[src/rtl/hrv_window_coherence_macros.svh]
// Assertion helpers used by the top-level RTL file.
`ifndef HRV_WINDOW_COHERENCE_MACROS_SVH
`define HRV_WINDOW_COHERENCE_MACROS_SVH

// The consequent must hold in the same cycle as the antecedent.
`define HRV_ASSERT_NOW(lbl, ant, con, msg) \
    lbl: assert property (@(posedge aclk) disable iff (!aresetn) (ant) |-> (con)) \
        else $error(msg);

// The consequent must hold in the cycle after the antecedent.
`define HRV_ASSERT_NEXT(lbl, ant, con, msg) \
    lbl: assert property (@(posedge aclk) disable iff (!aresetn) (ant) |=> (con)) \
        else $error(msg);

`endif

[src/rtl/hrv_wc_mul.sv]
module hrv_wc_mul #(
    parameter int W = 55
) (
    input  logic           aclk,
    input  logic           aresetn,
    input  logic           go,
    input  logic [W-1:0]   a,
    input  logic [W-1:0]   b,
    output logic           done,
    output logic [2*W-1:0] p
);

    localparam int CW = $clog2(W + 1);

    logic [2*W-1:0] acc_reg;
    logic [2*W-1:0] mc_reg;
    logic [W-1:0]   mp_reg;
    logic [CW-1:0]  cnt_reg;
    logic           busy_reg;
    logic           done_reg;

    always_ff @(posedge aclk) begin
        if (!aresetn) begin
            busy_reg <= 1'b0;
            done_reg <= 1'b0;
            cnt_reg  <= '0;
        end else begin
            done_reg <= !go && busy_reg && (cnt_reg == CW'(W - 1));
            if (go) begin
                busy_reg <= 1'b1;
                cnt_reg  <= '0;
            end else if (busy_reg) begin
                cnt_reg <= cnt_reg + 1'b1;
                if (cnt_reg == CW'(W - 1)) begin
                    busy_reg <= 1'b0;
                end
            end
        end
    end

    always_ff @(posedge aclk) begin
        if (go) begin
            acc_reg <= '0;
            mc_reg  <= (2*W)'(a);
            mp_reg  <= b;
        end else if (busy_reg) begin
            if (mp_reg[0]) begin
                acc_reg <= acc_reg + mc_reg;
            end
            mc_reg <= mc_reg << 1;
            mp_reg <= mp_reg >> 1;
        end
    end

    assign done = done_reg;
    assign p    = acc_reg;

endmodule

[config.mk]
export PLATFORM = sky130hd
export DESIGN_NAME = hrv_wc_mul
export DESIGN_NICKNAME = d
export VERILOG_FILES = /design/src/rtl/hrv_window_coherence_macros.svh /design/src/rtl/hrv_wc_mul.sv
export SDC_FILE = /design/constraint.sdc
export NUM_CORES = 1
export LEC_CHECK = 0
export BUFFER_PORTS_ARGS = -buffer_cell sky130_fd_sc_hd__buf_4
export CAP_MARGIN = 10
export CELL_PAD_IN_SITES_DETAIL_PLACEMENT = 0
export CELL_PAD_IN_SITES_GLOBAL_PLACEMENT = 1
export CORE_MARGIN = 2
export CORE_UTILIZATION = 48
export CTS_CLUSTER_SIZE = 8
export DETAILED_ROUTE_END_ITERATION = 6
export MAX_ROUTING_LAYER = met4
export PLACE_DENSITY = 0.84
export SLEW_MARGIN = 40
export SYNTH_ARGS = -nofsm -noshare
export SYNTH_HDL_FRONTEND = slang
export SYNTH_SLANG_ARGS = --single-unit
[constraint.sdc]
create_clock -name aclk -period 6.5 [get_ports aclk]
set_input_delay 0.975 -clock aclk [delete_from_list [all_inputs] [get_ports aclk]]
set_output_delay 0.975 -clock aclk [all_outputs]
set_load 0.02 [all_outputs]
Word level (Yosys, flattened, before mapping) --
Cells that the tools add are included.
Storage, ports and cells: bits in latches 0, bits in registers 283, output and inout port bits 111, input port bits 113, word-level logic and storage cells 24, RAM bits 0, ROM bits 0, memories kept 0
Operators by class: order comparisons 0, muxes and demuxes 7, equal/unequal tests 1, bitwise gates (word level) 1, divide/modulo/power cells 0, shifts and indexed selects 0, $mul 0, reductions and logical operators 6, add/sub/neg operators 2
Operators with widths (number):
- $mux W55 | 4
- $add A110 B110 Y110 | 1
- $add A6 B1 Y6 const B | 1
- $eq A6 B6 Y1 const B | 1
- $mux W1 | 3
- $logic_and A1 B1 Y1 | 2
- $reduce_and A2 Y1 | 1
- $reduce_bool A2 Y1 | 1
- $reduce_or A2 Y1 | 1
- $logic_not A1 Y1 | 1
- $not A1 Y1 | 1

Longest topological paths before layout --
depth after elaboration 4, depth in mapped cells 16, mapped depth without buffers 16

Least setup slack after synthesis --
No wires, ideal clock.
kind input to register, from in go, to reg mc_reg[0], enable pin, stages 3, required time 6027 ps, buffers on the path 1, path slack 2290 ps, data arrival time 3738 ps, setup time 473 ps, path through clkbuf_1 clkinv_1 nand2_1
Between the ends: longest elaborated chain between the ends 1
Ends and longest elaborated chain:
- start: declaration | line hrv_wc_mul.sv:6 | input logic go,
- $reduce_bool A2 Y1 (no line)
- end signal: assignment | line hrv_wc_mul.sv:44 | mc_reg <= (2*W)'(a);
- end signal: assignment | line hrv_wc_mul.sv:50 | mc_reg <= mc_reg << 1;
- end: declaration | line hrv_wc_mul.sv:16 | logic [2*W-1:0] mc_reg;
No other way between the ends. A chain may end at the register's enable or synchronous reset.

Final worst setup path --
from reg mc_reg[3], to reg acc_reg[109] (netlist: p[109])
Between the ends: longest elaborated chain between the ends 1
Ends and longest elaborated chain:
- $add A110 B110 Y110 | line hrv_wc_mul.sv:48 | acc_reg <= acc_reg + mc_reg;
- end signal: assignment | line hrv_wc_mul.sv:48
- end: declaration | line hrv_wc_mul.sv:15 | logic [2*W-1:0] acc_reg;
No other way between the ends.

==> flow_summary.toml <==
[die]
die_w_um = 194
dieArea_um2 = 37700
start_util_pct = 48.8
row_count = 69
ios = 224
die_height_um = 194
core_um2 = 35600

[critical_path]
cp.required_ns = 6.94
reg2reg_depth = 14
rrSetupSlack_ns = 1.97
slowest_delay_ns = 0.51
rr_endpoint = "p[109]$_SDFFE_PP0P_"
slowest_stage = "o31ai_4"
crit_path_end_kind = "register"
crit_arrival_ns = 4.97
critPathKind = "reg2reg"
path_cells = "ha_1, nand3_1, o211ai_1, a211o_2, nor2_1, o41ai_4, a31oi_1, o31ai_4, a21oi_1, o2111ai_1, nand2_1, o21ai_0, mux2i_1, mux2_2"
startpoint_type = "register"
crit_fanout = 5
reg2reg_from = "mc_reg[3]$_DFFE_PP_"

[timing]
hold_viol = 0
max_freq_mhz = 221
hold_ws_ns = 0.470
rsz0062_at_grt = "no"
max-slew-margin-rel_pct = 43.4
worstMarginPinSlew_ns = 0.850
fin_skew_ns = 0.0191
finalSetupViolCount = 0
finalWorstSetupSlack_ns = 1.97
period_needed_ns = 4.53
final.period_utilization_pct = 69.7
tns_ns = 0
slew_viol_final = 0

[detailed_routing]
wl_um = 47200
final_antenna_net_count = 0
vias_per_cell = 5.76
drt_iter0_markers = 927
dr.pass1.iters = 5
vias = 14825
post_drt_wl_per_cell_um = 18.3
route.detailed.drc = 0

[status]
status = "finished clean"

[logic_synthesis]
ys.flop_type = "dfxtp_1"
ys_ff_latch = 283
yosys_warnings = 0
synth-async-reset-ratio_pct = 0
synth_nets = 2153
synth_area_um2 = 17400
synth_cells = 1928
avgSynthCellArea_um2 = 9.01
synth_edf_count = 110
yosysUniqueCellTypes = 73
ys_seq_area_share_pct = 39.0

[cts]
post_cts_resized = 0
cts_buffer_depth = 3
cts_buffers = 41
cts_setup_buffers = 0
clock_sinks = 283
clk_pin_slew_worst_paths_ns = 0.05
postCtsHoldBufs = 0
cts-root-buf = "clkbuf_16"
cts_tree = "done"
clk_latency_ns = 0.56
ctsHtreeMaxLevel = 2

[global_route]
grt_pass1_wl_um = 76400
grt_max_degree = 115
antenna_found_initial = 0
overflow = 0
grt_pass1_vias = 14784
grtUsageTotal_pct = 25.3

[pwr]
irDropWorstVdd_mv = 0.218
power_leakage_nw = 8.55
p_per_area_nw_per_um2 = 235

[final_layout]
nNetsFinal = 2318
area_delta_synth_final_pct = 17.9
fillers = 3216
final_core_util_pct = 57.6
diodes = 0
drive_gt1_share_pct = 19.5

[flow_run]
drv_cap = 0

[placed_design]
gp_congestion = 0.877
io_buffers = 223
pre_cts_slack_ns = 1.89
dp_hpwl_um = 34400

[worst_hold_path]
min_to = "p[7]$_SDFFE_PP0P_"
hp-start = "p[7]$_SDFFE_PP0P_"
whs_path_depth = 2
hold_path_class = "reg2reg"
-- worst max path at each step --
stage	endpoint	cells after the start	start	slack, ns
after detailed placement	p[86]$_SDFFE_PP0P_	16	p[0]$_SDFFE_PP0P_	1.89
after global placement	p[86]$_SDFFE_PP0P_	16	p[0]$_SDFFE_PP0P_	2.01
after CTS	p[106]$_SDFFE_PP0P_	16	p[0]$_SDFFE_PP0P_	1.82
after floorplan	mc_reg[0]$_SDFFCE_PN0P_	3	go	2.29
after global routing	p[106]$_SDFFE_PP0P_	16	p[0]$_SDFFE_PP0P_	1.73
final	p[109]$_SDFFE_PP0P_	14	mc_reg[3]$_DFFE_PP_	1.97
-- stage by stage --
stage / power [W] / cell area (um2) / instances
floorplan: 0.00263 / 17400 / 1928
global placement: 0.00287 / 19300 / 2510
CTS: 0.00486 / 20400 / 2575
detailed placement: 0.00288 / 19300 / 2510
global route: 0.00503 / 20500 / 2576
finish: 0.00481 / 20500 / 2576
-- worst max-delay path, delay by kind of cell, from the launching register on --
family	cells	cell delay (ns)
AOI/OAI and AO/OA	8	2.62
DFF	1	0.39
and+or+nand+nor	3	0.44
adders and majority gates	1	0.38
muxes	2	0.57
-- cells by family after synthesis --
logic type	count (synthesis)	share of synthesized area (%)
XOR/XNOR	96	4.84
multiplexers	168	10.5
adder cells (fa/ha/maj)	112	8.11
AND/OR/NAND/NOR	576	14.7
flip-flops	283	39.0
buffers and inverters	154	3.41
AO/OA/AOI/OAI	539	19.5
-- cell usage in the layout, fill, tap and decap left out, drive strengths merged, types with 22 or more instances in the layout --
cell type    n
mux2i       60
nand2      252
buf        233
xor2        41
mux2       108
edfxtp     110
a21oi      225
ha         111
xnor2       55
clkbuf      65
o21bai      36
nand4       47
inv         41
nor2       158
o21ai       97
nor3        22
dfxtp      173
a21o        66
-- power by group --
| group | internal (W) | total (W) | switching (W) |
|---|---|---|---|
| registers | 0.00197 | 0.00203 | 0.0000610 |
| clock network | 0.00118 | 0.00196 | 0.000778 |
| logic | 0.000347 | 0.000822 | 0.000474 |
-- area by class of cell --
class | count | area (um2) | share of cell area (%)
clock inverter | 1 | 16.3 | 0.0794
clock buffer | 64 | 1130 | 5.54
tap | 461 | 577 | 2.82
timing repair buffer | 234 | 1790 | 8.74
inverter | 42 | 158 | 0.770
sequential | 283 | 6770 | 33.1
multi-input combinational | 1491 | 10000 | 49.0
-- metal layers --
metal / global-route usage, % / vias up / routed length [um]
met5: - / - / 0
met4: 8.81 / 0 / 1370
met3: 3.81 / 81 / 2310
met2: 41.3 / 350 / 22600
met1: 32.1 / 7081 / 20900
li1: - / 7313 / -
-- cell usage after synthesis (all sizes together) (13+ instances only) --
library cell	count	area, um2
a211oi	13	97.6
a21o	66	495
a21oi	225	1130
buf	17	77.6
clkbuf	95	357
dfxtp	173	3460
edfxtp	110	3300
ha	111	1390
inv	41	154
mux2	108	1220
mux2i	60	601
nand2	252	948
nand3	21	105
nand4	47	294
nor2	158	593
nor2b	15	93.8
nor3	22	110
o21a	13	97.6
o21ai	97	485
o21bai	36	270
xnor2	55	482
xor2	41	359
No activity file was read; power rests on OpenSTA's default activity.
