[src/rtl/hrv_window_coherence_macros.svh]
// Assertion helpers used by the top-level RTL file.
`ifndef HRV_WINDOW_COHERENCE_MACROS_SVH
`define HRV_WINDOW_COHERENCE_MACROS_SVH

// The consequent must hold in the same cycle as the antecedent.
`define HRV_ASSERT_NOW(lbl, ant, con, msg) \
    lbl: assert property (@(posedge aclk) disable iff (!aresetn) (ant) |-> (con)) \
        else $error(msg);

// The consequent must hold in the cycle after the antecedent.
`define HRV_ASSERT_NEXT(lbl, ant, con, msg) \
    lbl: assert property (@(posedge aclk) disable iff (!aresetn) (ant) |=> (con)) \
        else $error(msg);

`endif

[src/rtl/hrv_wc_div.sv]
module hrv_wc_div #(
    parameter int W = 138
) (
    input  logic         aclk,
    input  logic         aresetn,
    input  logic         go,
    input  logic [W-1:0] dividend,
    input  logic [W-1:0] divisor,
    output logic         done,
    output logic [W-1:0] quotient
);

    localparam int CW = $clog2(W + 1);

    logic [W-1:0]  quo_reg;
    logic [W-1:0]  rem_reg;
    logic [W-1:0]  dv_reg;
    logic [CW-1:0] cnt_reg;
    logic          busy_reg;
    logic          done_reg;
    logic [W:0]    trial;
    logic          ge;

    always_comb begin
        trial = {rem_reg, quo_reg[W-1]};
        ge    = trial >= {1'b0, dv_reg};
    end

    always_ff @(posedge aclk) begin
        if (!aresetn) begin
            busy_reg <= 1'b0;
            done_reg <= 1'b0;
            cnt_reg  <= '0;
        end else begin
            done_reg <= !go && busy_reg && (cnt_reg == CW'(W - 1));
            if (go) begin
                busy_reg <= 1'b1;
                cnt_reg  <= '0;
            end else if (busy_reg) begin
                cnt_reg <= cnt_reg + 1'b1;
                if (cnt_reg == CW'(W - 1)) begin
                    busy_reg <= 1'b0;
                end
            end
        end
    end

    always_ff @(posedge aclk) begin
        if (go) begin
            quo_reg <= dividend;
            rem_reg <= '0;
            dv_reg  <= divisor;
        end else if (busy_reg) begin
            rem_reg <= ge ? W'(trial - {1'b0, dv_reg}) : trial[W-1:0];
            quo_reg <= {quo_reg[W-2:0], ge};
        end
    end

    assign done     = done_reg;
    assign quotient = quo_reg;

endmodule

[config.mk]
export PLATFORM = sky130hd
export DESIGN_NAME = hrv_wc_div
export DESIGN_NICKNAME = d
export VERILOG_FILES = /design/src/rtl/hrv_window_coherence_macros.svh /design/src/rtl/hrv_wc_div.sv
export SDC_FILE = /design/constraint.sdc
export NUM_CORES = 1
export LEC_CHECK = 0
export ABC_AREA = 0
export BUFFER_PORTS_ARGS = -buffer_cell sky130_fd_sc_hd__buf_4
export CAP_MARGIN = 20
export CORE_MARGIN = 5
export CORE_UTILIZATION = 45
export DETAILED_ROUTE_END_ITERATION = 6
export HOLD_SLACK_MARGIN = 0.1
export PLACE_DENSITY = 0.66
export SETUP_SLACK_MARGIN = 0.3
export SLEW_MARGIN = 20
export SYNTH_ARGS = -nofsm -noshare
export SYNTH_HDL_FRONTEND = slang
export SYNTH_SLANG_ARGS = --single-unit
[constraint.sdc]
create_clock -name aclk -period 9.3 [get_ports aclk]
set_input_delay 0.465 -clock aclk [delete_from_list [all_inputs] [get_ports aclk]]
set_output_delay 0.465 -clock aclk [all_outputs]
set_load 0.01 [all_outputs]
Yosys cells after proc, flatten, opt, wreduce, memory -nomap -nowiden:

Cells that the tools add are included.

* logic and storage cells: 22
* input bits: 279
* register bits: 424

* multiplexer cells: 6
* magnitude comparators: 1
* equality and inequality tests: 1
* add/sub/neg operators: 2
* reduce and logical (&&, ||, !) cells: 5
* bitwise gates (word level): 1

Operators with widths (number)
* 138-bit two-way mux: 3
* 139-bit by 138-bit >= comparator with 1-bit output: 1
* 138-bit subtractor: 1
* 8-bit by 1-bit adder with 8-bit output (second input constant): 1
* 8-bit == test (second input constant): 1
* 1-bit two-way mux: 3
* 1-bit logical AND: 2
* 2-bit nonzero test: 1
* 2-bit OR reduction: 1
* 1-bit zero test: 1
* 1-bit NOT: 1

Longest topological paths before layout:

* word-level depth: 4
* gate-level depth with buffers: 17
* mapped depth without buffers: 15

Worst setup path before layout:

Ideal clock, no wire load.

* path type: input-to-reg
* start point: input go
* end point: register quo_reg[0] (netlist: quotient[0]), enable pin
* slack: 4948 ps
* cell stages on the path: 5
* path buffers: 3
* arrival: 3862 ps
* cells stage by stage: clkbuf_1 -> nor2_1 -> clkbuf_1 -> clkbuf_1 -> inv_1

* cells in the longest elaborated chain, start to end: 1

RTL lines
* from (decl): RTL line hrv_wc_div.sv:6 `input logic go,`
* 2-bit nonzero test (no line)
* to (signal assigned): RTL line hrv_wc_div.sv:50 `quo_reg <= dividend;`
* to (signal assigned): RTL line hrv_wc_div.sv:55 `quo_reg <= {quo_reg[W-2:0], ge};`
* to (decl): RTL line hrv_wc_div.sv:15 `logic [W-1:0] quo_reg;`

No other way between the ends.
A chain may end at the register's enable or synchronous reset.

Worst setup path in the final report:

* start point: register rem_reg[113]
* end point: register rem_reg[122]

* cells in the longest elaborated chain, start to end: 2
* elaborated cells on any way between the ends: 3
* classes of those cells: add/sub (1); order compare (1); mux (1)

RTL lines
* from (decl): RTL line hrv_wc_div.sv:16 `logic [W-1:0] rem_reg;`
* from (signal assigned): RTL line hrv_wc_div.sv:54 `rem_reg <= ge ? W'(trial - {1'b0, dv_reg}) : trial[W-1:0];`
* 138-bit subtractor or 139-bit by 138-bit >= comparator with 1-bit output (tied branches): RTL line hrv_wc_div.sv:54, hrv_wc_div.sv:26
* 138-bit two-way mux (*): RTL line hrv_wc_div.sv:54

Every way passes the cells marked *; elsewhere a longest branch is shown, timed or not.

==> results.cfg <==
[status]
status = complete, no violations

[timing]
finClkSkew_ns = 0.02237
final_max_slew_viol_count = 0
fmax_mhz = 188.1
period_share_pct = 57.16
period_minus_slack_ns = 5.316
setup_tns_ns = 0
hold_viol = 0
worst_pin_slew_ns = 1.167
max_slew_margin_pct = 21.99
grt_setup_unrepaired = no
hold_ws_ns = 0.1614
setup_viol = 0

[drt]
met3WireLength_um = 7128
firstDrtPassIters = 6
viasPerCell = 5.855
wl_met2_um = 43530
routed_wl_um = 91640
drt_iter0_markers = 2046
highest_layer = met5
wl_per_cell_um = 22.07
route.vias.total = 24316
drc = 0
antenna_left = 0
met1_length_um = 37930

[synthesis]
ys_types = 90
synth-edff-count = 276
synth_flop_cell = edfxtp_1
syn_nets = 3303
synth_area_mm2 = 0.02652
avgSynthCellArea_um2 = 9.200
async_reset_ff_share_pct = 0
synth_cells = 2883
ys_seq_area_share_pct = 42.42
synth_seq_cells = 424
yosysWarnings = 0

[global_routing]
antenna_found_initial = 15
globalRouteTotalUtil_pct = 27.34
grt_max_degree = 132
first_global_vias = 24141
gr-total-overflow = 0
grt_pass1_wl_um = 139200

[final_layout]
final_area_mm2 = 0.03311
fin_nets = 3749
fillers = 5205
post-route-util_pct = 56.42
area_delta_synth_final_pct = 24.84
drive_above_1_share_pct = 20.27

[pwr]
p_sw_uw = 1856
p_seq_share_pct = 39.5
switching_share_pct = 31.74
intPower_uw = 3991
clkPwrFrac_pct = 34.0
combPwrFrac_pct = 26.5
vdd.ir_drop.worst_mv = 0.1718
p_per_area_mw_per_mm2 = 176.6
cellLeakagePower_uw = 0.01362

[floorplan]
core_mm2 = 0.05869
rows = 89
initial_core_util_pct = 45.20
die_height_um = 252.8
die_w_um = 252.8
io-pin-count = 418
dieArea_mm2 = 0.06390

[placement]
portBuffers = 417
gp_congestion = 0.9909
dp_hpwl_um = 68160
place_area_mm2 = 0.03001

[critical_path]
critPathKind = reg -> reg
crit_arrival_ns = 5.81
critPathCaptureType = register
crit_fanout = 75
r2r_slack_ns = 3.98
startpoint_type = register
cp.required_ns = 9.79

[clocking]
cts_tree = done
clkSinkCount = 424
ctsRootBufferMaster = clkbuf_16
clock_latency_ns = 0.61
cts_buffers = 49
cts_resized = 0
clock_path_buffers = 3
h-tree-depth = 2
clk_pin_slew_worst_paths_ns = 0.06

[worst_hold_path]
worstHoldPathType = in -> reg

[flow_run]
drv_cap = 0
## worst max-delay path, cell delays in order, from the launching register on
cell      delay, ns
dfxtp_1        0.36
ha_1           0.43
a21oi_1        0.24
o21ai_0        0.19
a21o_1         0.22
a21o_1         0.19
a21oi_1        0.50
o21ai_0        0.19
a211oi_1       0.57
and2_4         0.85
buf_4          0.75
nor2_2         0.34
a211oi_1       0.36
## metrics by stage
| step | total power [uW] | setup WS, ns | instances |
|---|---|---|---|
| global route | 6126 | 3.730 | 4145 |
| finish | 5847 | 3.984 | 4153 |
| floorplan | 3295 | 4.948 | 2883 |
| global placement | 3806 | 4.214 | 3911 |
| CTS | 5875 | 4.032 | 4141 |
| detailed placement | 3823 | 4.065 | 3911 |
## metal layers
metal	vias up	global-route usage (%)
li1	11505	-
met5	-	0
met4	8	8.515
met1	11652	35.01
met3	178	6.532
met2	973	46.10
## power by group through the flow
| stage | combinational [uW] | clock (uW) | sequential (uW) |
|---|---|---|---|
| after detailed placement | 1480 | 0 | 2350 |
| after global routing | 1690 | 2110 | 2330 |
| final | 1550 | 1990 | 2310 |
| after floorplan | 957 | 0 | 2340 |
| after global placement | 1460 | 0 | 2340 |
| after CTS | 1530 | 2030 | 2310 |
## synth_stat cells, drive strengths merged (8+ instances only)
master	n	area, um2
a31oi	17	106.4
buf	55	301.5
nand3	39	195.2
dfxtp	148	2963
nor3	46	241.5
clkbuf	119	446.7
nor4	15	100.1
mux2i	17	170.2
xor2	43	376.6
and2	8	52.55
a21o	78	585.6
o21ai	139	699.4
o22ai	10	62.56
edfxtp	276	8288
mux2	144	1625
nor2	269	1012
o31ai	11	82.58
a211oi	40	315.3
nand4	90	575.6
and3	23	143.9
a32oi	9	78.83
or3	23	148.9
o21a	21	157.7
nand2b	8	50.05
xnor2	68	595.6
o21bai	51	382.9
inv	189	709.4
a21oi	233	1174
nand2	342	1284
ha	140	1752
a311oi	77	674.4
o211ai	16	125.1
## area by class of cell
type	count	area [um2]	area share, %
Antenna cell	11	27.53	0.08313
Clock buffer	60	1287	3.888
Clock inverter	31	366.6	1.107
Inverter	189	711.9	2.150
Multi-Input combinational cell	2096	13830	41.76
Sequential cell	424	11250	33.99
Tap cell	773	967.2	2.921
Timing Repair Buffer	569	4668	14.10
## cells in the final DEF, fill, tap and decap left out, types with 37 or more instances in the layout
cell type,n
nand2_1,341
o21ai_0,127
inv_1,188
a21oi_1,231
a311oi_1,77
mux2_2,142
nor2_1,267
o21bai_1,51
nand4_1,88
dlygate4sd3_1,139
a21o_1,78
nand3_1,39
a211oi_1,37
xor2_1,43
clkbuf_16,49
xnor2_1,68
nor3_1,45
ha_1,140
buf_4,425
edfxtp_1,276
dfxtp_1,147
## cells by family after synthesis
logic type / share of synthesized area, %
flip-flops: 42.42
multiplexers: 6.769
adder cells (fa/ha/maj): 6.680
XOR/XNOR: 3.665
buffers and inverters: 5.496
AO/OA/AOI/OAI: 19.81
AND/OR/NAND/NOR: 15.16
## repair_timing
item,CTS,global route
endpoints found under the hold margin,139,0
hold buffers,139,0
setup endpoints to repair,0,0
setup buffers,0,0
## final timing paths
path | from | end | cells past startpoint
max | rem_reg[113]$_SDFFE_PP0P_ | rem_reg[122]$_SDFFE_PP0P_ | 12
min | dividend[48] | quotient[48]$_DFFE_PP_ | 2
max reg2reg | rem_reg[113]$_SDFFE_PP0P_ | rem_reg[122]$_SDFFE_PP0P_ | 12
min reg2reg | rem_reg[22]$_SDFFE_PP0P_ | rem_reg[22]$_SDFFE_PP0P_ | 2
Note: power is estimated with default switching activity, not from simulation.
