==> config.mk <==
export PLATFORM = sky130hd
export DESIGN_NAME = hrv_wc_win
export DESIGN_NICKNAME = d
export VERILOG_FILES = /design/src/rtl/hrv_window_coherence_macros.svh /design/src/rtl/hrv_wc_pkg.sv /design/src/rtl/hrv_wc_win.sv
export SDC_FILE = /design/constraint.sdc
export NUM_CORES = 2
export LEC_CHECK = 0
export BUFFER_PORTS_ARGS = -buffer_cell sky130_fd_sc_hd__buf_2
export CAP_MARGIN = 20
export CELL_PAD_IN_SITES_DETAIL_PLACEMENT = 1
export CELL_PAD_IN_SITES_GLOBAL_PLACEMENT = 1
export CORE_ASPECT_RATIO = 0.5
export CORE_MARGIN = 5
export CORE_UTILIZATION = 45
export CTS_BUF_LIST = sky130_fd_sc_hd__clkbuf_8
export DETAILED_ROUTE_END_ITERATION = 12
export GPL_TIMING_DRIVEN = 0
export PLACE_DENSITY_LB_ADDON = 0.1
export RECOVER_POWER = 25
export SYNTH_ARGS = -nofsm -noshare
export SYNTH_HDL_FRONTEND = slang
export SYNTH_SLANG_ARGS = --single-unit
==> constraint.sdc <==
create_clock -name aclk -period 8.6 [get_ports aclk]
set_input_delay 0 -clock aclk [delete_from_list [all_inputs] [get_ports aclk]]
set_output_delay 0 -clock aclk [all_outputs]
set_load 0.005 [all_outputs]
==> src/rtl/hrv_window_coherence_macros.svh <==
// Assertion helpers used by the top-level RTL file.
`ifndef HRV_WINDOW_COHERENCE_MACROS_SVH
`define HRV_WINDOW_COHERENCE_MACROS_SVH

// The consequent must hold in the same cycle as the antecedent.
`define HRV_ASSERT_NOW(lbl, ant, con, msg) \
    lbl: assert property (@(posedge aclk) disable iff (!aresetn) (ant) |-> (con)) \
        else $error(msg);

// The consequent must hold in the cycle after the antecedent.
`define HRV_ASSERT_NEXT(lbl, ant, con, msg) \
    lbl: assert property (@(posedge aclk) disable iff (!aresetn) (ant) |=> (con)) \
        else $error(msg);

`endif

==> src/rtl/hrv_wc_pkg.sv <==
package hrv_wc_pkg;

    localparam int HR_W      = 16;
    localparam int OUT_W     = 16;
    localparam int RAD_W     = 34;
    localparam int ROOT_W    = RAD_W / 2;
    localparam int COH_SHIFT = 28;
    localparam int TDATA_W   = 5 * OUT_W;
    localparam int TUSER_W   = 2;

endpackage

==> src/rtl/hrv_wc_win.sv <==
module hrv_wc_win #(
    parameter int N  = 64,
    parameter int SW = 23,
    parameter int QW = 39
) (
    input  logic                        aclk,
    input  logic                        aresetn,
    input  logic                        wr_en,
    input  logic [hrv_wc_pkg::HR_W-1:0] wr_data,
    input  logic                        sweep_go,
    output logic                        sweep_done,
    output logic [SW-1:0]               sum_o,
    output logic [QW-1:0]               sq_o,
    output logic [QW-1:0]               lag_o,
    output logic [QW-1:0]               dsq_o,
    output logic [hrv_wc_pkg::HR_W-1:0] first_o,
    output logic [hrv_wc_pkg::HR_W-1:0] last_o,
    output logic [2*hrv_wc_pkg::HR_W-1:0] first_sq_o,
    output logic [2*hrv_wc_pkg::HR_W-1:0] last_sq_o
);

    localparam int AW = $clog2(N);
    localparam int LW = $clog2(N + 1);
    localparam int HW = hrv_wc_pkg::HR_W;

    logic [HW-1:0]   mem [N];
    logic [AW-1:0]   wp_reg;
    logic [AW-1:0]   rp_reg;
    logic [LW-1:0]   cnt_reg;
    logic            iss_reg;
    logic            rv_reg;
    logic            rfirst_reg;
    logic            rlast_reg;
    logic            done_reg;
    logic [HW-1:0]   rdata_reg;
    logic [HW-1:0]   prev_reg;
    logic [SW-1:0]   sum_reg;
    logic [QW-1:0]   sq_reg;
    logic [QW-1:0]   lag_reg;
    logic [QW-1:0]   dsq_reg;
    logic [HW-1:0]   first_reg;
    logic [HW-1:0]   last_reg;
    logic [2*HW-1:0] first_sq_reg;
    logic [2*HW-1:0] last_sq_reg;
    logic [HW-1:0]   diff;
    logic [2*HW-1:0] w_sq;
    logic [2*HW-1:0] w_lag;
    logic [2*HW-1:0] w_dsq;

    always_ff @(posedge aclk) begin
        if (wr_en) begin
            mem[wp_reg] <= wr_data;
        end
        rdata_reg <= mem[rp_reg];
    end

    always_ff @(posedge aclk) begin
        if (!aresetn) begin
            wp_reg     <= '0;
            rp_reg     <= '0;
            cnt_reg    <= '0;
            iss_reg    <= 1'b0;
            rv_reg     <= 1'b0;
            rfirst_reg <= 1'b0;
            rlast_reg  <= 1'b0;
            done_reg   <= 1'b0;
        end else begin
            rv_reg     <= iss_reg;
            rfirst_reg <= iss_reg && (cnt_reg == '0);
            rlast_reg  <= iss_reg && (cnt_reg == LW'(N - 1));
            done_reg   <= rv_reg && rlast_reg;
            if (wr_en) begin
                wp_reg <= (wp_reg == AW'(N - 1)) ? '0 : wp_reg + 1'b1;
            end
            if (sweep_go) begin
                iss_reg <= 1'b1;
                cnt_reg <= '0;
                rp_reg  <= wp_reg;
            end else if (iss_reg) begin
                rp_reg  <= (rp_reg == AW'(N - 1)) ? '0 : rp_reg + 1'b1;
                cnt_reg <= cnt_reg + 1'b1;
                if (cnt_reg == LW'(N - 1)) begin
                    iss_reg <= 1'b0;
                end
            end
        end
    end

    always_comb begin
        diff  = (rdata_reg > prev_reg) ? rdata_reg - prev_reg : prev_reg - rdata_reg;
        w_sq  = (2*HW)'(rdata_reg) * (2*HW)'(rdata_reg);
        w_lag = (2*HW)'(prev_reg) * (2*HW)'(rdata_reg);
        w_dsq = (2*HW)'(diff) * (2*HW)'(diff);
    end

    always_ff @(posedge aclk) begin
        if (sweep_go) begin
            sum_reg <= '0;
            sq_reg  <= '0;
            lag_reg <= '0;
            dsq_reg <= '0;
        end else if (rv_reg) begin
            prev_reg <= rdata_reg;
            sum_reg  <= sum_reg + SW'(rdata_reg);
            sq_reg   <= sq_reg + QW'(w_sq);
            if (!rfirst_reg) begin
                lag_reg <= lag_reg + QW'(w_lag);
                dsq_reg <= dsq_reg + QW'(w_dsq);
            end
            if (rfirst_reg) begin
                first_reg    <= rdata_reg;
                first_sq_reg <= w_sq;
            end
            if (rlast_reg) begin
                last_reg    <= rdata_reg;
                last_sq_reg <= w_sq;
            end
        end
    end

    assign sweep_done = done_reg;
    assign sum_o      = sum_reg;
    assign sq_o       = sq_reg;
    assign lag_o      = lag_reg;
    assign dsq_o      = dsq_reg;
    assign first_o    = first_reg;
    assign last_o     = last_reg;
    assign first_sq_o = first_sq_reg;
    assign last_sq_o  = last_sq_reg;

endmodule

Word-level counts from Yosys, hierarchy flattened
Memory sizes are Yosys's and may differ from the RTL's. A register that Yosys moved wholly into a read port is not among the register bits.
Cells that the tools add are included.
{"block": "totals", "reg_bits": 276, "ramBits": 1024, "input_bits": 20, "word_cells": 57, "memories": 1}
{"memory": "mem", "words": 64, "width": 16, "rd": 1, "rd_ports_with_merged_regs": 1, "write_ports": 1, "line_no": "hrv_wc_win.sv:26", "source": "logic [HW-1:0] mem [N];"}
{"block": "classes", "n_addsub": 9, "n_mul": 3, "n_lt_le_gt_ge": 1, "eq_ne": 3, "mux": 10, "n_bitwise": 3, "reduce_logical": 10}
{"cell": "39-bit by 32-bit adder with 39-bit output", "n": 3}
{"cell": "16-bit by 16-bit multiplier with 32-bit output", "n": 3}
{"cell": "16-bit subtractor", "n": 2}
{"cell": "6-bit two-way mux", "n": 4}
{"cell": "23-bit by 16-bit adder with 23-bit output", "n": 1}
{"cell": "16-bit > comparator", "n": 1}
{"cell": "16-bit two-way mux", "n": 1}
{"cell": "6-bit by 1-bit adder with 6-bit output, second input constant", "n": 2}
{"cell": "6-bit equality test, second input constant", "n": 2}
{"cell": "7-bit by 1-bit adder with 7-bit output, second input constant", "n": 1}
{"cell": "7-bit by 6-bit equality test with 1-bit output, second input constant", "n": 1}
{"cell": "7-bit zero test", "n": 1}
{"cell": "3-bit AND reduction", "n": 2}
{"cell": "1-bit two-way mux", "n": 5}
{"cell": "2-bit AND reduction", "n": 2}
{"cell": "1-bit logical AND", "n": 3}
{"cell": "1-bit NOT", "n": 3}
{"cell": "2-bit nonzero test", "n": 1}
{"cell": "2-bit OR reduction", "n": 1}

Logic depth before layout (Yosys ltp)
{"block": "depth", "depth_word": 4, "depth_mapped": 40, "depth_no_buf": 35}

Least setup slack after synthesis
Ideal clock, no wire load.
{"block": "synth_timing", "kind": "flip-flop to flip-flop", "start": "register rdata_reg[14] (read register of mem)", "end": "register dsq_reg[34], in the netlist dsq_o[34]", "setup_time_ns": 0.128, "arrival_time_ns": 8.835, "t_required_ns": 8.472, "slack_ns": -0.362, "stages_incl_launch_ff": 35, "path_buffers": 6, "period_less_slack_ns": 8.962, "path_cell_list": "dfxtp_1 -> clkbuf_1 -> inv_1 -> clkbuf_1 -> ha_1 -> clkbuf_1 -> nand4_1 -> or4_1 -> a32o_1 -> buf_2 -> buf_2 -> o31ai_1 -> xor2_1 -> buf_2 -> nor2_1 -> fa_1 -> inv_1 -> fa_1 -> inv_1 -> ha_1 -> fa_1 -> inv_1 -> fa_1 -> inv_1 -> fa_1 -> ha_1 -> a2111oi_0 -> o21ai_1 -> a41o_1 -> a31o_2 -> a221oi_1 -> a2111oi_0 -> o31ai_1 -> xor2_1 -> nor2_1"}
{"block": "synth_via", "elab_chain_len": 4}
{"element": "start, declared", "line_no": "hrv_wc_win.sv:35", "source": "logic [HW-1:0] rdata_reg;"}
{"element": "16-bit subtractor or 16-bit > comparator (tied branches)", "line_no": "hrv_wc_win.sv:90", "source": "diff = (rdata_reg > prev_reg) ? rdata_reg - prev_reg : prev_reg - rdata_reg;"}
{"element": "16-bit two-way mux *", "line_no": "hrv_wc_win.sv:90"}
{"element": "16-bit by 16-bit multiplier with 32-bit output *", "line_no": "hrv_wc_win.sv:93", "source": "w_dsq = (2*HW)'(diff) * (2*HW)'(diff);"}
{"element": "39-bit by 32-bit adder with 39-bit output *", "line_no": "hrv_wc_win.sv:108", "source": "dsq_reg <= dsq_reg + QW'(w_dsq);"}
{"element": "end signal, assigned", "line_no": "hrv_wc_win.sv:108"}
{"element": "end, declared", "line_no": "hrv_wc_win.sv:40", "source": "logic [QW-1:0] dsq_reg;"}
Every way passes the cells marked *; elsewhere a longest branch is shown, timed or not.
A chain may end at the register's enable or synchronous reset.

Worst setup path after layout
{"block": "layout_timing", "start": "register rdata_reg[8] (read register of mem)", "end": "register dsq_reg[37], in the netlist dsq_o[37]"}
Same word-level chain as after synthesis.

==> impl_metrics.yaml <==
yosys:
  async_flop_share: 0
  ys.flop_type: "edfxtp_1"
  syn_inst: 5879
  synth_edf_count: 1132
  syn_area_sq_um: 77900
  synth_area_leaders: "edfxtp_1, fa_1, mux4_2, ha_1, dfxtp_1"
  synth_seq_area_share: 0.483
  synth_top_area_cell: "edfxtp_1"
  syn_avg_cell_area_sq_um: 13.2
  synth_seq_cells: 1312
  yosysWarnings: 0
  synth_top_area_frac: 0.437
  synth_cell_types: 91
worst_setup_path:
  startpoint_type: "flop"
  r2r-start: "rdata_reg[8]"
  crit_fanout: 11
  worstPathRequired_ps: 9350
  slowest_delay_ps: 540
  cp_slowest_cell: "fa_1"
  end_kind: "flop"
  cp-startpoint: "rdata_reg[8]"
  crit_arrival_ps: 9480
  crit_type: "flop to flop"
timing:
  hold_violations: 0
  max-slew-margin-rel: -0.417
  period_needed_ps: 8730
  rsz0062_at_grt: "yes"
  layout_setup_ws_ps: -133
  fin_skew_ps: 186
  maxSlewViolCount: 650
  timing.fmax_ghz: 0.115
  finalCritPeriodShare: 1.02
  worst_pin_slew_ps: 2130
  setup_viol: 6
layout:
  nets: 7609
  largest_reg_flops: 1024
  drive_above_1_share: 0.220
  top_register: "mem"
  seq_area_sq_um: 37700
  syn_to_final_growth_pct: 16.7
  utilization: 0.531
  stdcell_count: 9031
  num-fill-cells: 17195
  multi_input_area_sq_um: 37600
die:
  die_x_um: 598
  initial_utilization: 0.455
  ios: 257
  rows: 107
  core_sq_um: 171000
  die_h_um: 304
  die_area_sq_um: 182000
route:
  dr.pass1.iters: 5
  ant_nets: 0
  vias: 50322
  totalWireLength_mm: 242
  viasPerCell: 5.57
  wl_per_cell_um: 26.8
  drtIter0Drc: 3604
  drc: 0
global_route:
  antenna_found_initial: 8
  grtUsageTotal: 0.266
  grt_pass1_vias: 55036
  grt_max_degree: 65
  grt-ovfl-total: 0
  grt_first_pass_wirelength_mm: 361
placement:
  portBuffers: 253
  gp_congestion: 0.941
  dpl.hpwl_mm: 179
  pre_cts_ws_ps: -3380
  dp.cells: 8490
clock_network:
  clock_sinks: 1312
  clk_pin_slew_ps: 70
  clockBufferDepth: 4
  worstSkewPairLatency_ps: 980
  cts_tree: "done"
  cts_root_buffer: "clkbuf_8"
  htreeDepth: 4
  cts_buffers: 197
run:
  drv_cap: 19
worst_hold_path:
  hold_path.class: "primary input to flop"
  hold_start: "aresetn"
status:
  violations: "capacitance limit, slew limit, setup timing"
  status: "finished, violations left"
-- critical path, delay by kind of cell (launching register included) --
kind	cells	cell delay (ps)
xor+xnor	1	160
simple gates	1	80
buf+inv	12	1280
compound gates	13	2570
flops	1	410
fa+ha+maj	8	3530
mux	2	640
-- synthesized netlist by cell type, types with 44 or more instances --
cell	n
a21oi_1	181
mux4_2	320
inv_1	888
o21ai_0	72
xnor2_1	81
a21o_1	84
dfxtp_1	180
clkbuf_1	187
nand2_1	474
xor2_1	61
edfxtp_1	1132
ha_1	412
o21ai_1	44
mux2i_1	57
nor2_1	431
fa_1	588
-- stage by stage --
| step | area [sq um] | hold WS (ps) | setup TNS, ps |
|---|---|---|---|
| 6_report | 90900 | 204 | -623 |
| 5_1_grt | 90900 | 198 | -3980 |
| 2_1_floorplan | 77900 | 98.9 | 0 |
| 3_5_place_dp | 83300 | 389 | -101440 |
| 4_1_cts | 90200 | 50.5 | -553 |
| 3_3_place_gp | 82100 | 383 | -95230 |
-- worst paths after layout --
kind               end  slack, ps  cells past startpoint
max          dsq_o[37]       -130                     37
max reg2reg  dsq_o[37]       -130                     37
min reg2reg  dsq_o[25]        470                      2
min             rv_reg        200                      4
-- kinds of logic (layout without fill, tap and decap cells) --
group | Yosys count | in the layout | synth area share
AOI/OAI and AO/OA | 606 | 606 | 0.0507
other | 1 | 5 | 0.0000482
DFF | 1312 | 1312 | 0.483
buffers and inverters | 1161 | 2020 | 0.0565
and+or+nand+nor | 1243 | 1243 | 0.0708
xor gates and xnor gates | 148 | 148 | 0.0172
adders and majority gates | 1000 | 1000 | 0.217
muxes | 408 | 408 | 0.105
-- repair_timing --
action                                  CTS  global route
resized for setup                       416           107
pin swaps                                82            64
endpoints found under the hold margin  1049             7
setup endpoints to repair                59            32
cloned                                    3             2
setup buffers                           136            37
hold buffers                             21             2
-- layer usage --
metal  global-route usage  wire (um)  vias to the layer above
met4               0.0929      10200                        0
met1                0.338      97000                    26678
met5                    0          0                        -
met2                0.462     123000                     1358
met3               0.0432      12500                      425
li1                     -          -                    21861
-- cells in the final DEF, fill, tap and decap left out, types with 66 or more instances in the layout --
| master | netlist | routed |
|---|---|---|
| a21oi_1 | 181 | 157 |
| dfxtp_1 | 180 | 164 |
| o21ai_0 | 72 | 66 |
| clkbuf_8 | 0 | 217 |
| xnor2_1 | 81 | 68 |
| buf_4 | 4 | 166 |
| clkbuf_1 | 187 | 158 |
| edfxtp_1 | 1132 | 1132 |
| mux4_2 | 320 | 320 |
| nand2_1 | 474 | 467 |
| ha_1 | 412 | 376 |
| nor2_2 | 1 | 74 |
| nor2_1 | 431 | 353 |
| buf_2 | 14 | 245 |
| inv_1 | 888 | 918 |
| fa_1 | 588 | 579 |
| a21o_1 | 84 | 84 |
-- layout make-up --
class	count	area share
antenna	3	0.0000826
buffer	227	0.0153
clock buffer	209	0.0317
clock inverter	140	0.0101
inverter	912	0.0391
multi-input combinational	3407	0.413
sequential	1312	0.414
tap	2289	0.0315
timing repair buffer	532	0.0445
Power is not shown: default switching activity piles up to over one toggle a cycle in this logic, so the estimate is an artifact.
