### config.mk
export PLATFORM = sky130hd
export DESIGN_NAME = hrv_wc_sqrt
export DESIGN_NICKNAME = d
export VERILOG_FILES = /design/src/rtl/hrv_window_coherence_macros.svh /design/src/rtl/hrv_wc_sqrt.sv
export SDC_FILE = /design/constraint.sdc
export NUM_CORES = 1
export LEC_CHECK = 0
export BUFFER_PORTS_ARGS = -buffer_cell sky130_fd_sc_hd__buf_2
export CAP_MARGIN = 20
export CORE_ASPECT_RATIO = 2
export CORE_UTILIZATION = 35
export CTS_BUF_LIST = sky130_fd_sc_hd__clkbuf_8
export DETAILED_ROUTE_END_ITERATION = 8
export GPL_ROUTABILITY_DRIVEN = 0
export PLACE_DENSITY = 0.6
export SLEW_MARGIN = 20
export SYNTH_ARGS = -nofsm -noshare
export SYNTH_HDL_FRONTEND = slang
export SYNTH_SLANG_ARGS = --single-unit
### constraint.sdc
create_clock -name aclk -period 3 [get_ports aclk]
set_input_delay 0.45 -clock aclk [delete_from_list [all_inputs] [get_ports aclk]]
set_output_delay 0.45 -clock aclk [all_outputs]
set_load 0.03 [all_outputs]
### src/rtl/hrv_window_coherence_macros.svh
// Assertion helpers used by the top-level RTL file.
`ifndef HRV_WINDOW_COHERENCE_MACROS_SVH
`define HRV_WINDOW_COHERENCE_MACROS_SVH

// The consequent must hold in the same cycle as the antecedent.
`define HRV_ASSERT_NOW(lbl, ant, con, msg) \
    lbl: assert property (@(posedge aclk) disable iff (!aresetn) (ant) |-> (con)) \
        else $error(msg);

// The consequent must hold in the cycle after the antecedent.
`define HRV_ASSERT_NEXT(lbl, ant, con, msg) \
    lbl: assert property (@(posedge aclk) disable iff (!aresetn) (ant) |=> (con)) \
        else $error(msg);

`endif

### src/rtl/hrv_wc_sqrt.sv
module hrv_wc_sqrt #(
    parameter int RW = 34
) (
    input  logic            aclk,
    input  logic            aresetn,
    input  logic            go,
    input  logic [RW-1:0]   radicand,
    output logic            done,
    output logic [RW/2-1:0] root
);

    localparam int H  = RW / 2;
    localparam int CW = $clog2(H + 1);

    logic [RW-1:0] rad_reg;
    logic [H-1:0]  root_reg;
    logic [H:0]    rem_reg;
    logic [CW-1:0] cnt_reg;
    logic          busy_reg;
    logic          done_reg;
    logic [H+2:0]  shifted;
    logic [H+2:0]  trial;
    logic          ge;

    always_comb begin
        shifted = {rem_reg, rad_reg[RW-1 -: 2]};
        trial   = {1'b0, root_reg, 2'b01};
        ge      = shifted >= trial;
    end

    always_ff @(posedge aclk) begin
        if (!aresetn) begin
            busy_reg <= 1'b0;
            done_reg <= 1'b0;
            cnt_reg  <= '0;
        end else begin
            done_reg <= !go && busy_reg && (cnt_reg == CW'(H - 1));
            if (go) begin
                busy_reg <= 1'b1;
                cnt_reg  <= '0;
            end else if (busy_reg) begin
                cnt_reg <= cnt_reg + 1'b1;
                if (cnt_reg == CW'(H - 1)) begin
                    busy_reg <= 1'b0;
                end
            end
        end
    end

    always_ff @(posedge aclk) begin
        if (go) begin
            rad_reg  <= radicand;
            root_reg <= '0;
            rem_reg  <= '0;
        end else if (busy_reg) begin
            rad_reg  <= rad_reg << 2;
            rem_reg  <= ge ? (H+1)'(shifted - trial) : shifted[H:0];
            root_reg <= {root_reg[H-2:0], ge};
        end
    end

    assign done = done_reg;
    assign root = root_reg;

endmodule

# Word level (Yosys, flattened, before mapping)
# Cells that the tools add are included.
[op_classes]
add_sub_neg = 2
magnitude_cmp = 1
eq_ne = 1
mux = 6
bitwise = 1
reduce_logical = 5
[ops]
columns = ["cell", "count"]
rows = [
  ["34-bit two-way mux", 2],
  ["20-bit by 19-bit greater-or-equal comparator with 1-bit output", 1],
  ["18-bit two-way mux", 1],
  ["18-bit subtractor", 1],
  ["5-bit by 1-bit adder with 5-bit output, second input constant", 1],
  ["5-bit equality test, second input constant", 1],
  ["1-bit two-way mux", 3],
  ["1-bit logical AND", 2],
  ["2-bit nonzero test", 1],
  ["2-bit OR reduction", 1],
  ["1-bit zero test", 1],
  ["1-bit NOT", 1],
]
[totals]
register_bits = 76
in_bits = 37
out_inout_bits = 18

# Logic depth before layout (Yosys ltp)
# Gate-level depths: netlist of the first run.
[logic_depth]
ltp_word = 4
ltp_mapped = 11
ltp_nobuf = 9

# Least setup slack after synthesis of the first run
# Ideal clock, no wire load.
[synth_path]
path_kind = "reg2reg"
startpoint = "register root_reg[0], in the netlist root[0]"
endpoint = "register rem_reg[14]"
setup_time_ns = 0.091
t_arrival_ns = 2.360
required_ns = 2.909
slack_ns = 0.549
path_stages_with_launch = 10
synth_period_minus_slack_ns = 2.451
path_cell_list = "dfxtp_1 > inv_1 > ha_1 > nor2b_4 > o311ai_2 > a31o_4 > a211o_1 > nand4_2 > or2_2 > a311oi_1"
[synth_via]
elab_chain_len = 2
word_cells_on_any_way = 3
[synth_rtl]
columns = ["element", "line", "rtl"]
rows = [
  ["from (decl)", "hrv_wc_sqrt.sv:16", "logic [H-1:0] root_reg;"],
  ["from (signal assigned)", "hrv_wc_sqrt.sv:58", "root_reg <= {root_reg[H-2:0], ge};"],
  ["18-bit subtractor / 20-bit by 19-bit greater-or-equal comparator with 1-bit output (equally long branches)", "hrv_wc_sqrt.sv:57, hrv_wc_sqrt.sv:28", ""],
  ["18-bit two-way mux *", "hrv_wc_sqrt.sv:57", "rem_reg <= ge ? (H+1)'(shifted - trial) : shifted[H:0];"],
  ["to (signal assigned)", "hrv_wc_sqrt.sv:57", ""],
  ["to (decl)", "hrv_wc_sqrt.sv:17", "logic [H:0] rem_reg;"],
]
# Mark *: on every way between the ends. The rest lies on a longest branch, timed or not.
# A chain may end at the register's enable or synchronous reset.

# Final worst setup path of the first run
# Same ends and word-level chain as after synthesis.

==> impl_results.md, run 1 <==
- Syn avg cell area: 10.7 µm²
- Share of post-route cells with drive strength above 1: 0.260
- H-tree lvl count: 3
- Grt ovf: 0
- Crit. End Element: register
- Fill cell count: 1119
- I/O pin cnt: 55
- Unique masters post-synth: 51
- First-pass iteration count of the detailed router: 4
- Vias in the first global route: 2967
- Die height: 154 µm
- Clk buf depth: 2
- Crit share post-route: 0.848
- Post-CTS Resized: 0
- RSZ-0062 raised after global routing: false
- Post-Syn Area: 4040 µm²
- Port-buffer cells: 54
- TritonCTS clock tree: built
- Setup CP Type: register to register
- Max-slew violation count: 0
- DRT Wirelength: 8260 µm
- Sequential cell area: 1860 µm²
- Area grow syn2layout: 15.2%
- HP Class: primary input to register
- Fin crit period: 2540 ps
- Syn_nets: 437
- Setup TNS: 0 ps
- Overall Global Routing Usage: 0.150
- DP Wirelength: 6040 µm
- Antenna violations before repair: 0
- CP Launch Type: register
- Worst Tran Pin Value: 920 ps
- 1st-iter DRT viols: 141
- Fmax: 393 MHz
- N_diodes: 0
- Total Die Area: 12000 µm²
- Global-route wire length before repair: 13800 µm
- Max-cap violations: 0
- Total Power: 0.00459 W
- CP arrival: 2810 ps
- Status: finished, final reports clean
- Initial core utilization: 0.358
- Final #Nets: 491
- Maximum number of pins on one net before global-route repair: 64
- Largest register FFs: 34
- Skew final: 11.4 ps
- Hold Fails Final Rpt: 0
- Area of the multi-input gates: 1990 µm²
- Post-DRT Antenna Nets: 0
- Post-synth EDFFs: 34
- DP Worst Slack: 465 ps
- Seq/Total Area, Yosys: 0.461
- Setup bufs post-CTS: 0
- Synth warn: 0
- Sink Count: 76
- Root Buffer Master: clkbuf_8
- Final WS setup: 455 ps
- Post-synthesis register bit count: 76
- Core ar.: 11300 µm²
- Via Count: 2897
- Via density: 4.99
- Hold-fix buffers, CTS: 0
- Cts bufs inserted: 9
- CP Max Fanout: 11
- Async S/R FF share, synth: 0
- Max_slew headroom: 0.384
- Site row count: 55
- Crit path required time: 3270 ps
- Pleak: 1.93 nW
- Number of remaining DRC errors: 0
- Die width: 78.0 µm
- Mapped Cells: 379
- Clock-pin slew on the worst setup and hold paths: 80 ps
- Setup Viol. Count Final: 0
- Synth Flop Type: dfxtp_1
- Cell Pwr Density: 986 nW/µm²
- Worst vdd ir: 0.000516 V
- Worst skew pair latency: 360 ps
- DR WL/cell: 14.2 µm
[cells by family (layout without fill, tap and decap cells)]
family / after synthesis / after routing / share of synthesized area
XOR/XNOR: 20 / 20 / 0.0434
multiplexers: 65 / 65 / 0.171
adder cells (fa/ha/maj): 21 / 21 / 0.0651
buffers and inverters: 43 / 102 / 0.0471
flip-flops: 76 / 76 / 0.461
AND/OR/NAND/NOR: 92 / 92 / 0.112
AO/OA/AOI/OAI: 62 / 62 / 0.101
[where the power goes]
part	switching (W)	internal, W
Combinational	0.00126	0.00112
Clock	0.000390	0.000468
Sequential	0.000102	0.00124
Total	0.00176	0.00283
[critical path, stage by stage, from the launching register on]
cell,delay [ps]
dfxtp_1,380
inv_1,60
ha_1,350
nor2b_4,160
o311ai_2,290
a31o_4,240
a211o_1,140
nand4_2,110
buf_4,210
or2_2,280
a311oi_1,230
[metrics by stage]
step           cell area (µm²)   util  instances  hold slack, ps
2_1_floorplan             4040      -        379             429
3_3_place_gp              4440  0.393        564             443
3_5_place_dp              4440  0.393        564             449
4_1_cts                   4650  0.412        580             308
5_1_grt                   4650  0.412        580             335
6_report                  4650  0.412        580             326
[layout by cell type, fill, tap and decap left out, types with 2 or more instances in the layout]
master,synthesis,routed
ha_1,21,21
clkinv_4,0,2
o21a_1,2,2
inv_1,27,29
mux2_2,32,32
and2_1,6,6
nand2b_1,4,4
xor2_1,10,10
xnor2_1,10,10
buf_4,0,5
nor2b_1,2,2
a211oi_1,8,8
buf_2,1,54
nor3_1,2,2
a21o_1,2,2
nand4_1,8,8
nor2_1,43,43
mux2i_1,33,33
clkbuf_8,0,9
edfxtp_1,34,34
nand3_1,2,2
nand2_1,16,16
o21ai_0,4,4
bufinv_16,0,2
o21ai_1,14,14
dfxtp_1,42,41
a21oi_1,17,17
[worst paths after layout]
kind	endpoint	cells past startpoint	slack, ps	start
hold / removal	busy_reg$_SDFF_PN0_	3	330	aresetn
hold reg to reg	rem_reg[17]$_SDFFE_PP0P_	2	460	rem_reg[17]$_SDFFE_PP0P_
setup reg to reg	rem_reg[14]$_SDFFE_PP0P_	10	460	root[0]$_SDFFE_PP0P_
setup / recovery	rem_reg[14]$_SDFFE_PP0P_	10	460	root[0]$_SDFFE_PP0P_
[metal layers]
metal | share of wire | wire length [µm] | global-route usage | vias up
met5 | 0 | 0 | 0 | -
met4 | 0.028 | 235 | 0.0899 | 0
met3 | 0.032 | 263 | 0.0326 | 15
met2 | 0.55 | 4550 | 0.279 | 61
met1 | 0.39 | 3210 | 0.148 | 1367
li1 | - | - | - | 1454
[synthesized netlist by cell type, types with 2 or more instances]
master / instances / area share
a211oi_1: 8 / 0.015
a21o_1: 2 / 0.0037
a21oi_1: 17 / 0.021
and2_1: 6 / 0.0093
buf_1: 3 / 0.0028
clkbuf_1: 10 / 0.0093
dfxtp_1: 42 / 0.21
edfxtp_1: 34 / 0.25
ha_1: 21 / 0.065
inv_1: 27 / 0.025
mux2_2: 32 / 0.089
mux2i_1: 33 / 0.082
nand2_1: 16 / 0.015
nand2b_1: 4 / 0.0062
nand3_1: 2 / 0.0025
nand4_1: 8 / 0.012
nor2_1: 43 / 0.040
nor2b_1: 2 / 0.0031
nor3_1: 2 / 0.0025
o21a_1: 2 / 0.0037
o21ai_0: 4 / 0.0050
o21ai_1: 14 / 0.017
xnor2_1: 10 / 0.022
xor2_1: 10 / 0.022
[final cells by class]
class / count / share of cell area
Inverter: 27 / 0.0218
Clock buffer: 9 / 0.0266
Multi-Input combinational cell: 260 / 0.427
Clock inverter: 7 / 0.0202
Sequential cell: 76 / 0.400
Timing Repair Buffer: 59 / 0.0661
Tap cell: 142 / 0.0382
Power figures use the tool's default switching activity.
==> run 2: changes to the inputs <==
--- a/config.mk
+++ b/config.mk
@@ -5,6 +5,7 @@
 export SDC_FILE = /design/constraint.sdc
 export NUM_CORES = 1
 export LEC_CHECK = 0
+export ABC_AREA = 1
 export BUFFER_PORTS_ARGS = -buffer_cell sky130_fd_sc_hd__buf_2
 export CAP_MARGIN = 20
 export CORE_ASPECT_RATIO = 2
==> constraint.sdc (replaced) <==
create_clock -name aclk -period 2.6 [get_ports aclk]
set_input_delay 0.39 -clock aclk [delete_from_list [all_inputs] [get_ports aclk]]
set_output_delay 0.39 -clock aclk [all_outputs]
set_load 0.03 [all_outputs]
==> impl_results.md, run 2 <==
- Status: finished, final reports clean
- Max-cap violations: 0
- Synth warn: 0
- Skew final: 10.8 ps
- H-tree lvl count: 3
- Fmax: 433 MHz
- Syn_nets: 651
- Unique masters post-synth: 37
- Area grow syn2layout: 14.6%
- Comb pwr share: 0.537
- Sink Count: 76
- CP max-delay cell: ha_1
- HP Class: primary input to register
- N_diodes: 0
- Overall Global Routing Usage: 0.179
- TritonCTS clock tree: built
- Initial core utilization: 0.357
- Core ar.: 12100 µm²
- Via Count: 3808
- Post-synth top area share: 0.237
- Worst r2r src: root[15]$_SDFFE_PP0P_
- Clock-pin slew on the worst setup and hold paths: 80 ps
- Seq/Total Area, Yosys: 0.433
- List of most frequent post-synthesis cells: nand2_1, inv_1, dfxtp_1
- Leading cell types in the layout, fill and taps excluded: nand2_1, inv_1, buf_2, dfxtp_1, nand3_1
- Sequential share of power: 0.282
- Post-CTS Resized: 0
- Die height: 159 µm
- Cell with the most instances after synthesis: nand2_1
- Largest family of logic cells by synthesized area: simple AND/OR/NAND/NOR gates
- Clk buf depth: 2
- Hold path start: aresetn
- Number of remaining DRC errors: 0
- Root Buffer Master: clkbuf_8
- Cell mode on critical path: nand2_1
- Cell family with most CP delay: simple AND/OR/NAND/NOR gates
- DP Worst Slack: 338 ps
- P_int: 0.00289 W
- Finished Layout Cells: 800
- Max_slew headroom: 0.304
- CP Max Fanout: 19
- Hold Fails Final Rpt: 0
- Synth Area in XOR/XNOR: 0.0143
- Crit path required time: 2840 ps
- Worst Tran Pin Value: 1040 ps
- Setup CP Type: register to register
- Final WS setup: 288 ps
- Cell Chain, Critical Path: inv_1 > ha_1 > nand2_1 > nand2_1 > nand2_1 > nand2_1 > nor2_1 > o21ai_2 > nor2_4 > nand2_8 > nand2_2 > nand2_1 > nand2_1 > nand2_1
- Mux share of post-synthesis cell area: 0
- Compound-gate portion of the synthesized area: 0.0524
- Global-route wire length before repair: 17500 µm
- Via density: 4.76
- Adder-cell share of the synthesized area: 0.0611
- Max-slew violation count: 0
- Pleak: 2.58 nW
- Fin crit period: 2310 ps
- Most common cell after layout, fill and taps aside: nand2_1
- Post-synthesis register bit count: 76
- Cell Pwr Density: 1080 nW/µm²
- P_sw: 0.00242 W
- CP Launch Type: register
- Largest area contributor in the netlist: edfxtp_1
- Largest register FFs: 34
- Placed cells: 784
- Vias in the first global route: 3822
- Setup TNS: 0 ps
- Syn avg cell area: 7.25 µm²
- RSZ-0062 raised after global routing: false
- DRT Wirelength: 10700 µm
- Sw Share: 0.456
- WP buf/inv: 1
- Port-buffer cells: 54
- Antenna violations before repair: 0
- Setup crit start: root[15]$_SDFFE_PP0P_
- Share of post-route cells with drive strength above 1: 0.135
- Post-synth EDFFs: 34
- Post-Syn Area: 4300 µm²
- I/O pin cnt: 55
- Async S/R FF share, synth: 0
- Hold-fix buffers, CTS: 0
- Cts bufs inserted: 9
- Crit share post-route: 0.889
- Synth Flop Type: dfxtp_1
- First-pass iteration count of the detailed router: 4
- Final #Nets: 706
- Crit. End Element: register
- Post-DRT Antenna Nets: 0
- DR WL/cell: 13.4 µm
- DP Wirelength: 8410 µm
- Simple-gate share of the synthesized area: 0.351
- Maximum number of pins on one net before global-route repair: 53
- Clock power frac: 0.181
- Crit path largest cell delay: 340 ps
- Worst vdd ir: 0.000435 V
- 1st-iter DRT viols: 203
- Top cells by area, synth: edfxtp_1, nand2_1, dfxtp_1
- Site row count: 57
- Grt ovf: 0
- CP arrival: 2560 ps
- Setup bufs post-CTS: 0
- Worst skew pair latency: 350 ps
- Setup Viol. Count Final: 0
- Total Die Area: 12800 µm²
- Mapped Cells: 593
- Die width: 80.4 µm
-- run 2: cell count changes after synthesis, sizes merged, moves of 5 or more --
cell    before  now
a211oi       8    1
nand3b       0   13
mux2        32    0
o22ai        1   16
nand3        2   40
inv         27   81
xor2        10    1
nand4        9    4
nand2       16  267
and2         6    1
nor2        43   25
mux2i       33    0
o21ai       18    4
-- run 2: worst paths after layout --
| path | to | slack (ps) | cells after the start |
|---|---|---|---|
| hold / removal | done$_SDFF_PN0_ | 300 | 3 |
| hold reg to reg | rem_reg[17]$_SDFFE_PP0P_ | 460 | 2 |
| setup / recovery | rem_reg[17]$_SDFFE_PP0P_ | 290 | 14 |
| setup reg to reg | rem_reg[17]$_SDFFE_PP0P_ | 290 | 14 |
-- run 2: cells by family after synthesis --
family                     count (synthesis)
DFF                                       76
adders and majority gates                 21
xor gates and xnor gates                   7
AOI/OAI and AO/OA                         37
buffers and inverters                     97
and+or+nand+nor                          355
-- run 2: power by group through the flow --
stage / Combinational (W) / Clock, W / Sequential (W)
6_report: 0.00286 / 0.000965 / 0.00150
5_1_grt: 0.00319 / 0.00103 / 0.00151
4_1_cts: 0.00284 / 0.000989 / 0.00150
3_5_place_dp: 0.00282 / 0 / 0.00152
3_3_place_gp: 0.00280 / 0 / 0.00152
2_1_floorplan: 0.00221 / 0 / 0.00151
-- run 2: routing by layer --
metal | vias to the layer above | GRT usage | wire [µm]
li1 | 1986 | - | -
met1 | 1714 | 0.175 | 4090
met2 | 76 | 0.336 | 5850
met3 | 32 | 0.0282 | 259
met4 | 0 | 0.107 | 498
met5 | - | 0 | 0
-- run 2: tightest hold or removal path, delay by kind of cell --
family | cells | cell delay [ps]
buf+inv | 1 | 120
simple gates | 2 | 100
-- run 2: layout make-up --
class / instances / area [µm²]
inverters: 82 / 308
flip-flops and latches: 76 / 1860
clock buffers: 9 / 124
fillers: 1246 / 7120
well taps: 147 / 184
clock inverters: 7 / 83.8
repair buffers: 59 / 308
multi-input cells: 420 / 2060
-- run 2: metrics by stage --
stage | cell area [µm²] | power, W | util | hold WS (ps)
after floorplan | 4300 | 0.00371 | - | 426
after global placement | 4720 | 0.00432 | 0.392 | 445
after detailed placement | 4720 | 0.00434 | 0.392 | 450
after CTS | 4930 | 0.00533 | 0.409 | 289
after global routing | 4930 | 0.00574 | 0.409 | 296
final | 4930 | 0.00532 | 0.409 | 304
